### config.mk
export PLATFORM = sky130hd
export DESIGN_NAME = bba_ctrl
export DESIGN_NICKNAME = d
export VERILOG_FILES = /design/src/sv/bba_pkg.sv /design/src/sv/bba_ctrl.sv
export SDC_FILE = /design/constraint.sdc
export NUM_CORES = 1
export LEC_CHECK = 0
export BUFFER_PORTS_ARGS = -buffer_cell sky130_fd_sc_hd__clkbuf_2
export CORE_ASPECT_RATIO = 1.2
export CORE_MARGIN = 2
export CORE_UTILIZATION = 45
export CTS_CLUSTER_SIZE = 16
export DETAILED_ROUTE_END_ITERATION = 16
export PLACE_DENSITY = 0.86
export SETUP_SLACK_MARGIN = 0.1
export SLEW_MARGIN = 20
export SYNTH_ARGS = -nofsm -noshare
export SYNTH_HDL_FRONTEND = slang
export SYNTH_SLANG_ARGS = --single-unit
### constraint.sdc
create_clock -name clk -period 1.69 [get_ports clk]
set_input_delay 0.338 -clock clk [delete_from_list [all_inputs] [get_ports clk]]
set_output_delay 0.338 -clock clk [all_outputs]
set_load 0.02 [all_outputs]
### src/sv/bba_pkg.sv
// ----------------------------------------------------------------------------
// Buddy block allocator package
// Shared types and constants for the controller, the datapath and the checker.
// ----------------------------------------------------------------------------
package bba_pkg;

  typedef enum logic [2:0] {
    STAT_OK        = 3'd0,
    STAT_ZERO      = 3'd1,
    STAT_TOO_LARGE = 3'd2,
    STAT_NO_SPACE  = 3'd3,
    STAT_BAD_FREE  = 3'd4
  } stat_t;

  localparam logic [1:0] REG_LEVELS = 2'd0;
  localparam logic [1:0] REG_HEADER = 2'd1;
  localparam logic [1:0] REG_POOL   = 2'd2;

  localparam logic [3:0]  LEVELS_RESET = 4'd11;
  localparam logic [7:0]  HEADER_RESET = 8'd48;
  localparam logic [31:0] POOL_RESET   = 32'd65536;

  typedef enum logic [4:0] {
    OP_NONE,
    OP_SWEEP,
    OP_LOAD,
    OP_FAIL,
    OP_WANT_INC,
    OP_SINIT,
    OP_SRD,
    OP_STAKE,
    OP_WORD_NEXT,
    OP_LV_NEXT,
    OP_SPLIT,
    OP_SSET,
    OP_ARD,
    OP_AWR,
    OP_FRD,
    OP_FTAKE,
    OP_MRD,
    OP_MMERGE,
    OP_MSRD,
    OP_MSWR,
    OP_OUT
  } dp_op_t;

  typedef struct packed {
    dp_op_t op;
    stat_t  code;
  } dp_cmd_t;

  typedef struct packed {
    logic restart;
    logic sweep_last;
    logic kind;
    logic req_zero;
    logic too_large;
    logic bidx_bad;
    logic want_ge_l;
    logic size_short;
    logic hit;
    logic word_last;
    logic lv_top;
    logic lv_gt_want;
    logic astart_bit;
    logic buddy_bit;
    logic out_free;
  } dp_stat_t;

  typedef enum logic [3:0] {
    S_CLEAR,
    S_IDLE,
    S_CHECK,
    S_SIZE,
    S_SRD,
    S_SCHK,
    S_SPLIT,
    S_SSET,
    S_AWR,
    S_FCHK,
    S_MRD,
    S_MCHK,
    S_MSWR,
    S_DONE
  } state_t;

endpackage

### src/sv/bba_ctrl.sv
// ----------------------------------------------------------------------------
// Buddy block allocator controller
// Sequences the datapath through sizing, search, split, merge and clearing.
// ----------------------------------------------------------------------------
module bba_ctrl (
  input  logic              clk,
  input  logic              rst_n,
  input  logic              in_valid,
  output logic              in_stall,
  input  bba_pkg::dp_stat_t stat,
  output bba_pkg::dp_cmd_t  cmd
);
  import bba_pkg::*;

  state_t state_r, state_nxt;

  always_ff @(posedge clk) begin
    if (!rst_n) begin
      state_r <= S_CLEAR;
    end else begin
      state_r <= state_nxt;
    end
  end

  always_comb begin
    state_nxt = state_r;
    cmd.op    = OP_NONE;
    cmd.code  = STAT_OK;
    unique case (state_r)
      S_CLEAR: begin
        cmd.op = OP_SWEEP;
        if (stat.sweep_last) state_nxt = S_IDLE;
      end
      S_IDLE: begin
        if (in_valid) begin
          cmd.op    = OP_LOAD;
          state_nxt = S_CHECK;
        end
      end
      S_CHECK: begin
        if (!stat.kind) begin
          if (stat.req_zero) begin
            cmd.op    = OP_FAIL;
            cmd.code  = STAT_ZERO;
            state_nxt = S_DONE;
          end else if (stat.too_large) begin
            cmd.op    = OP_FAIL;
            cmd.code  = STAT_TOO_LARGE;
            state_nxt = S_DONE;
          end else begin
            state_nxt = S_SIZE;
          end
        end else if (stat.bidx_bad) begin
          cmd.op    = OP_FAIL;
          cmd.code  = STAT_BAD_FREE;
          state_nxt = S_DONE;
        end else begin
          cmd.op    = OP_FRD;
          state_nxt = S_FCHK;
        end
      end
      S_SIZE: begin
        if (stat.want_ge_l) begin
          cmd.op    = OP_FAIL;
          cmd.code  = STAT_NO_SPACE;
          state_nxt = S_DONE;
        end else if (stat.size_short) begin
          cmd.op = OP_WANT_INC;
        end else begin
          cmd.op    = OP_SINIT;
          state_nxt = S_SRD;
        end
      end
      S_SRD: begin
        cmd.op    = OP_SRD;
        state_nxt = S_SCHK;
      end
      S_SCHK: begin
        if (stat.hit) begin
          cmd.op    = OP_STAKE;
          state_nxt = S_SPLIT;
        end else if (!stat.word_last) begin
          cmd.op    = OP_WORD_NEXT;
          state_nxt = S_SRD;
        end else if (stat.lv_top) begin
          cmd.op    = OP_FAIL;
          cmd.code  = STAT_NO_SPACE;
          state_nxt = S_DONE;
        end else begin
          cmd.op    = OP_LV_NEXT;
          state_nxt = S_SRD;
        end
      end
      S_SPLIT: begin
        if (stat.lv_gt_want) begin
          cmd.op    = OP_SPLIT;
          state_nxt = S_SSET;
        end else begin
          cmd.op    = OP_ARD;
          state_nxt = S_AWR;
        end
      end
      S_SSET: begin
        cmd.op    = OP_SSET;
        state_nxt = S_SPLIT;
      end
      S_AWR: begin
        cmd.op    = OP_AWR;
        state_nxt = S_DONE;
      end
      S_FCHK: begin
        if (!stat.astart_bit) begin
          cmd.op    = OP_FAIL;
          cmd.code  = STAT_BAD_FREE;
          state_nxt = S_DONE;
        end else begin
          cmd.op    = OP_FTAKE;
          state_nxt = S_MRD;
        end
      end
      S_MRD: begin
        if (!stat.lv_top) begin
          cmd.op    = OP_MRD;
          state_nxt = S_MCHK;
        end else begin
          cmd.op    = OP_MSRD;
          state_nxt = S_MSWR;
        end
      end
      S_MCHK: begin
        if (stat.buddy_bit) begin
          cmd.op    = OP_MMERGE;
          state_nxt = S_MRD;
        end else begin
          cmd.op    = OP_MSRD;
          state_nxt = S_MSWR;
        end
      end
      S_MSWR: begin
        cmd.op    = OP_MSWR;
        state_nxt = S_DONE;
      end
      S_DONE: begin
        if (stat.out_free) begin
          cmd.op    = OP_OUT;
          state_nxt = S_IDLE;
        end
      end
      default: begin
        state_nxt = S_CLEAR;
      end
    endcase
    if (stat.restart) state_nxt = S_CLEAR;
  end

  assign in_stall = (state_r != S_IDLE);

endmodule

==> results of run 1 <==
[cells by family after synthesis]
logic type	Yosys count	synth area share, %
multiplexers	2	2.67
AO/OA/AOI/OAI	46	39.4
AND/OR/NAND/NOR	48	38.8
flip-flops	4	10.0
buffers and inverters	18	9.11
[metrics by stage]
stage | setup slack (ns) | setup TNS, ns
floorplan | 0.0591 | 0
global placement | -0.0961 | -0.250
detailed placement | -0.133 | -0.265
CTS | -0.169 | -0.903
[synth_stat cells, drive strengths merged, types with 3 or more instances]
cell	instances
dfxtp	4
o211ai	3
nand2b	5
nor4bb	3
nor3	4
inv	9
nand3	3
nor2	6
a21oi	12
o31ai	4
nand2	6
buf	4
clkbuf	5
o21ai	9
nor2b	6
or3	3
[timing repair]
item	4_1_cts
pin swaps	12
endpoints found under the setup margin	11
setup buffers	10
endpoints found under the hold margin	0
resized for setup	41
==> impl_metrics.json, run 1 <==
{
  "run_status": "did not finish",
  "rows": 16,
  "yosys.area.top_type": "dfxtp_1",
  "ctsHtreeMaxLevel": 1,
  "cts.path.max_buffers": 2,
  "synthesis.nets": 136,
  "clock_sinks": 4,
  "place_inst": 182,
  "async_flop_share_pct": 0,
  "ys_seq_area_share_pct": 10.0,
  "postSynthCellCount": 118,
  "synth-main-ff-cell": "dfxtp_1",
  "postGrtWorstEndpoint": "cmd[1]",
  "synth_edf_count": 0,
  "firstError": "[ERROR DPL-0033] detailed placement checks failed during check placement.",
  "routabilityCongestion": 0.984,
  "antenna_found_initial": 0,
  "synth.avg_cell_area_sq_um": 6.75,
  "netlist-cell-type-count": 42,
  "place.port_buffers": 26,
  "synth_seq_cells": 4,
  "start_util_pct": 48.6,
  "dpl_cell_area_sq_um": 1210,
  "hpwlAfterDp_microns": 2370,
  "synth_top_cells_by_area": "dfxtp_1 (10%), a21oi_1 (7.5%), o21ai_0 (5.7%), nor2b_1 (4.7%), nand2b_1 (3.9%)",
  "io_pins": 27,
  "synth-warning-count": 0,
  "worstEpCategory": "primary output",
  "chipHeight_microns": 50.1,
  "cts_made_buffers": 3,
  "fp.dieW_microns": 42.4,
  "stop_stage": "5_1_grt",
  "root_buffer": "clkbuf_4",
  "netlist.area_leader.share_pct": 10.0,
  "syn_area_sq_um": 797,
  "grt_max_degree": 16,
  "holdBufCountCts": 0
}
==> run 2, diff against run 1 <==
--- a/config.mk
+++ b/config.mk
@@ -6,13 +6,10 @@
 export NUM_CORES = 1
 export LEC_CHECK = 0
 export BUFFER_PORTS_ARGS = -buffer_cell sky130_fd_sc_hd__clkbuf_2
-export CORE_ASPECT_RATIO = 1.2
-export CORE_MARGIN = 2
-export CORE_UTILIZATION = 45
-export CTS_CLUSTER_SIZE = 16
+export CORE_AREA = 2 2 63 65
 export DETAILED_ROUTE_END_ITERATION = 16
-export PLACE_DENSITY = 0.86
-export SETUP_SLACK_MARGIN = 0.1
+export DIE_AREA = 0 0 65 67
+export PLACE_DENSITY_LB_ADDON = 0.15
 export SLEW_MARGIN = 20
 export SYNTH_ARGS = -nofsm -noshare
 export SYNTH_HDL_FRONTEND = slang
==> constraint.sdc (replaced) <==
create_clock -name clk -period 2.2 [get_ports clk]
set_input_delay 0.44 -clock clk [delete_from_list [all_inputs] [get_ports clk]]
set_output_delay 0.44 -clock clk [all_outputs]
set_load 0.02 [all_outputs]
==> impl_metrics.json, run 2 <==
{
  "postRouteAntennaNets": 0,
  "antenna_cells": 0,
  "grt.total_usage_pct": 14.4,
  "routedWlPerCell_microns": 15.1,
  "fmax_mhz": 477,
  "netlist.area_leader.share_pct": 10.0,
  "synth_top_cells_by_area": "dfxtp_1 (10%), a21oi_1 (7.5%), o21ai_0 (5.7%), nor2b_1 (4.7%), nand2b_1 (3.9%)",
  "ctsHtreeMaxLevel": 1,
  "regMostFlops": "state_r",
  "layout-drive-gt1-share_pct": 36.6,
  "critical_path.endpoint_type": "output port",
  "syn_area_sq_um": 797,
  "netlist_top_cells_count": "a21oi_1 (12), o21ai_0 (9), inv_1 (8)",
  "mostFrequentLayoutCells": "clkbuf_2 (26), buf_4 (15), a21oi_1 (12), o21ai_0 (9), inv_1 (8)",
  "synth.most_common_cell": "a21oi_1",
  "worstPathArrival_ns": 1.66,
  "power_density_nw_per_um2": 308,
  "overflow": 0,
  "insertion_delay_ns": 0.21,
  "p_leak_nw": 0.467,
  "setup_viol": 0,
  "yosys.area.top_type": "dfxtp_1",
  "path_max_fanout": 12,
  "rr_worst_depth": 5,
  "netlist-cell-type-count": 42,
  "multi_input_area_sq_um": 656,
  "period_needed_ns": 2.10,
  "r2r_start": "state_r[2]$_SDFFE_PP0P_",
  "reg2reg_slack_ns": 0.41,
  "timing.rr.end": "state_r[0]$_SDFFE_PP0P_",
  "ff_latch_area_sq_um": 83.8,
  "cts_tree": "yes",
  "synth_seq_cells": 4,
  "hpwlAfterDp_microns": 2400,
  "final_area_sq_um": 1120,
  "dieArea_sq_um": 4360,
  "run_status": "finished clean",
  "final-instance-count-excl-fill": 201,
  "antenna_found_initial": 0,
  "routabilityCongestion": 0.794,
  "fp.dieW_microns": 65,
  "place.port_buffers": 26,
  "synth-main-ff-cell": "dfxtp_1",
  "p_total_mw": 0.344,
  "min_path_type": "primary input to flip-flop",
  "drv_cap": 0,
  "core-area_sq_um": 3610,
  "finalCritPeriodShare_pct": 95.3,
  "largest_register_ffs": 4,
  "dpl_cell_area_sq_um": 1060,
  "synthesis.nets": 136,
  "relSlewSlack_pct": 71.2,
  "tightest_slew_ns": 0.427,
  "worst-setup-path-type": "flip-flop to output port",
  "root_buffer": "clkbuf_8",
  "chipHeight_microns": 67,
  "grt_max_degree": 17,
  "postSynthCellCount": 118,
  "vias": 1009,
  "finalHoldViolCount": 0,
  "ys_seq_area_share_pct": 10.0,
  "fin_skew_ns": 0.0000944,
  "nFillCells": 428,
  "first_global_vias": 975,
  "syn_to_final_growth_pct": 40.2,
  "clock_sinks": 4,
  "dr.first_iter.drc_count": 58,
  "place_inst": 198,
  "async_flop_share_pct": 0,
  "io_pins": 27,
  "reg.largest.list": "state_r x4",
  "fin_tns_setup_ns": 0,
  "grt_first_pass_wirelength_microns": 4800,
  "synth.avg_cell_area_sq_um": 6.75,
  "routed_via_density": 5.02,
  "synth_edf_count": 0,
  "wirelength_microns": 3040,
  "cts.clk_slew.worst_paths_ns": 0.03,
  "final-max-slew-violation-count": 0,
  "cts_made_buffers": 3,
  "drc": 0,
  "endpoint": "cmd[1]",
  "startpoint": "state_r[2]$_SDFFE_PP0P_",
  "ir_drop_mv": 0.243,
  "layout.nets": 173,
  "start_kind": "flip-flop",
  "dr.pass1.iters": 4,
  "rsz0062_at_grt": "no",
  "cts.path.max_buffers": 2,
  "required_ns": 1.76,
  "post-route-util_pct": 31.0,
  "layout_commonest_cell": "clkbuf_2",
  "synth-warning-count": 0,
  "start_util_pct": 22.1,
  "holdBufCountCts": 0,
  "rows": 22
}
[run 2: cell counts after synthesis]
No cell type changed its count.
[run 2: worst min-delay path by stage]
| stage | startpoint | to | cells after the start |
|---|---|---|---|
| CTS | rst_n | state_r[3]$_SDFFE_PP0P_ | 2 |
| global placement | rst_n | state_r[3]$_SDFFE_PP0P_ | 2 |
| detailed placement | rst_n | state_r[3]$_SDFFE_PP0P_ | 2 |
| global route | rst_n | state_r[3]$_SDFFE_PP0P_ | 2 |
| floorplan | state_r[0]$_SDFFE_PP0P_ | state_r[0]$_SDFFE_PP0P_ | 2 |
| finish | rst_n | state_r[3]$_SDFFE_PP0P_ | 2 |
[run 2: area by class of cell]
| type | instances | area share [%] |
|---|---|---|
| inverters | 9 | 3.02 |
| multi-input cells | 96 | 58.7 |
| repair buffers | 41 | 21.7 |
| clock buffers | 3 | 3.70 |
| flip-flops and latches | 4 | 7.50 |
| well taps | 48 | 5.38 |
[run 2: repair_timing]
| action | CTS | global route |
|---|---|---|
| setup buffers | 0 | 0 |
| hold endpoints to repair | 0 | 0 |
| endpoints found under the setup margin | 3 | 6 |
| gates cloned | 0 | 0 |
| resized for setup | 3 | 3 |
[run 2: logic make-up after synthesis]
| kind of cell | Yosys count | synth area share, % |
|---|---|---|
| buffers and inverters | 18 | 9.11 |
| flip-flops | 4 | 10.0 |
| AO/OA/AOI/OAI | 46 | 39.4 |
| AND/OR/NAND/NOR | 48 | 38.8 |
| multiplexers | 2 | 2.67 |
[run 2: layer usage]
metal / vias up / GRT usage (%) / share of wire, %
met1: 454 / 20.2 / 51
li1: 533 / - / -
met3: 0 / 1.35 / 3.5
met4: 0 / 3.19 / 0
met5: - / 0 / 0
met2: 22 / 23.7 / 46
[run 2: power by group]
group	switching [mW]	total, mW	internal (mW)	leakage, nW
combinational	0.0621	0.111	0.0485	0.412
clock	0.0377	0.154	0.117	0.0216
sequential	0.00388	0.0791	0.0752	0.0340
[run 2: worst max-delay path, stage by stage (launching register included)]
cell      delay (ns)
dfxtp_2         0.42
buf_4           0.16
nand4b_1        0.20
nor3_1          0.18
o21ai_0         0.14
o41ai_1         0.10
clkbuf_2        0.23
[run 2: stage by stage]
stage / setup WS [ns] / hold WS (ns)
4_1_cts: 0.0220 / 0.465
2_1_floorplan: 0.164 / 0.565
3_5_place_dp: 0.147 / 0.697
3_3_place_gp: 0.178 / 0.693
5_1_grt: 0.0103 / 0.469
6_report: 0.103 / 0.467
Note: power is estimated with default switching activity, not from simulation.
==> run 3, diff against run 2 <==
--- a/config.mk
+++ b/config.mk
@@ -5,11 +5,12 @@
 export SDC_FILE = /design/constraint.sdc
 export NUM_CORES = 1
 export LEC_CHECK = 0
-export BUFFER_PORTS_ARGS = -buffer_cell sky130_fd_sc_hd__clkbuf_2
+export BUFFER_PORTS_ARGS = -buffer_cell sky130_fd_sc_hd__buf_2
 export CORE_AREA = 2 2 63 65
 export DETAILED_ROUTE_END_ITERATION = 16
 export DIE_AREA = 0 0 65 67
 export PLACE_DENSITY_LB_ADDON = 0.15
+export RECOVER_POWER = 50
 export SLEW_MARGIN = 20
 export SYNTH_ARGS = -nofsm -noshare
 export SYNTH_HDL_FRONTEND = slang
==> impl_metrics.json, run 3 (synthesis results as in run 2) <==
{
  "cts_made_buffers": 3,
  "vias": 1050,
  "first_global_vias": 997,
  "power_density_nw_per_um2": 314,
  "syn_to_final_growth_pct": 36.3,
  "critical_path.endpoint_type": "output port",
  "min_path_type": "primary input to flip-flop",
  "layout-drive-gt1-share_pct": 34.9,
  "cts.path.max_buffers": 2,
  "holdBufCountCts": 0,
  "fmax_mhz": 482,
  "fp.dieW_microns": 65,
  "overflow": 0,
  "fin_ws_ns": 0.125,
  "endpoint": "cmd[3]",
  "routed_via_density": 5.33,
  "mostFrequentLayoutCells": "buf_2 (26), a21oi_1 (12), buf_4 (11), o21ai_0 (9), inv_1 (8)",
  "start_util_pct": 22.1,
  "setup_viol": 0,
  "root_buffer": "clkbuf_8",
  "required_ns": 1.76,
  "rr_worst_depth": 5,
  "routabilityCongestion": 0.838,
  "start_kind": "flip-flop",
  "antenna_found_initial": 0,
  "grt.total_usage_pct": 13.8,
  "finalCritPeriodShare_pct": 94.3,
  "relSlewSlack_pct": 73.8,
  "dieArea_sq_um": 4360,
  "drv_cap": 0,
  "postRouteAntennaNets": 0,
  "path_max_fanout": 9,
  "clock_sinks": 4,
  "tightest_slew_ns": 0.388,
  "p_leak_nw": 0.448,
  "worstPathArrival_ns": 1.63,
  "timing.rr.end": "state_r[0]$_SDFFE_PP0P_",
  "chipHeight_microns": 67,
  "run_status": "finished clean",
  "rsz0062_at_grt": "yes",
  "dr.pass1.iters": 4,
  "cts_tree": "yes",
  "worst-setup-path-type": "flip-flop to output port",
  "place_ws_ns": 0.150,
  "cts_setup_buffers": 0,
  "cts.clk_slew.worst_paths_ns": 0.03,
  "grt_first_pass_wirelength_microns": 4720,
  "core-area_sq_um": 3610,
  "ir_drop_mv": 0.235,
  "p_total_mw": 0.341,
  "drc": 0,
  "grt_max_degree": 17,
  "largest_register_ffs": 4,
  "antenna_cells": 0,
  "insertion_delay_ns": 0.22,
  "regMostFlops": "state_r",
  "fin_skew_ns": 0.000591,
  "r2r_start": "state_r[2]$_SDFFE_PP0P_",
  "ctsHtreeMaxLevel": 1,
  "hpwlAfterDp_microns": 2290,
  "rows": 22,
  "io_pins": 27,
  "period_needed_ns": 2.07,
  "reg.largest.list": "state_r x4",
  "layout.nets": 169,
  "finalHoldViolCount": 0,
  "dr.first_iter.drc_count": 68,
  "place_inst": 194,
  "layout_commonest_cell": "buf_2",
  "startpoint": "state_r[2]$_SDFFE_PP0P_",
  "final-max-slew-violation-count": 0,
  "final-instance-count-excl-fill": 197,
  "place.port_buffers": 26,
  "routedWlPerCell_microns": 14.6,
  "wirelength_microns": 2870,
  "reg2reg_slack_ns": 0.44
}
run 3: cell count changes in the layout (fill, tap and decap cells not counted), sizes merged:
cell,before,now
clkbuf,29,3
buf,15,37
run 3: cell type report:
type                       count  area, sq um
clock buffer                   3         41.3
fill                         414         2520
inverter                       9         33.8
multi-input combinational     96          654
sequential                     4         83.8
tap                           48         60.1
timing repair buffer          37          213
run 3: what timing repair did:
action                                 4_1_cts  5_1_grt
setup endpoints to repair                    3        7
endpoints found under the hold margin        0        0
resized for setup                            1        6
run 3: worst min-delay path by stage:
stage | to | slack (ns) | startpoint | depth (start not counted)
after CTS | state_r[3]$_SDFFE_PP0P_ | 0.48 | stat[14] | 3
after global placement | state_r[3]$_SDFFE_PP0P_ | 0.71 | stat[14] | 3
after detailed placement | state_r[3]$_SDFFE_PP0P_ | 0.70 | stat[14] | 3
after global routing | state_r[3]$_SDFFE_PP0P_ | 0.48 | rst_n | 2
after floorplan | state_r[0]$_SDFFE_PP0P_ | 0.57 | state_r[0]$_SDFFE_PP0P_ | 2
final | state_r[3]$_SDFFE_PP0P_ | 0.47 | stat[14] | 3
run 3: critical path, stage by stage (launching register included):
cell and delay (ns):
dfxtp_1 0.32, buf_4 0.17, o311ai_1 0.33, o31ai_1 0.12, a211o_1 0.31, buf_2 0.16
run 3: per-stage QoR:
stage	util (%)	area, sq um	hold slack, ns	TNS, ns
2_1_floorplan	-	797	0.565	0
3_3_place_gp	28.6	1030	0.705	0
3_5_place_dp	28.6	1030	0.704	0
4_1_cts	29.8	1070	0.479	0
5_1_grt	30.1	1090	0.475	-0.000764
6_report	30.1	1090	0.468	0
run 3: report_power, final:
| group | switching (mW) | internal, mW | total [mW] |
|---|---|---|---|
| Clock | 0.0387 | 0.117 | 0.155 |
| Sequential | 0.00554 | 0.0755 | 0.0810 |
| Combinational | 0.0585 | 0.0464 | 0.105 |
| Total | 0.103 | 0.239 | 0.341 |
run 3: metal layers:
layer	GRT usage [%]	vias to the layer above	wire [microns]
met5	0	-	0
met4	4.52	0	17
met3	2.53	2	157
met2	22.9	29	1360
met1	17.8	497	1340
li1	-	522	-
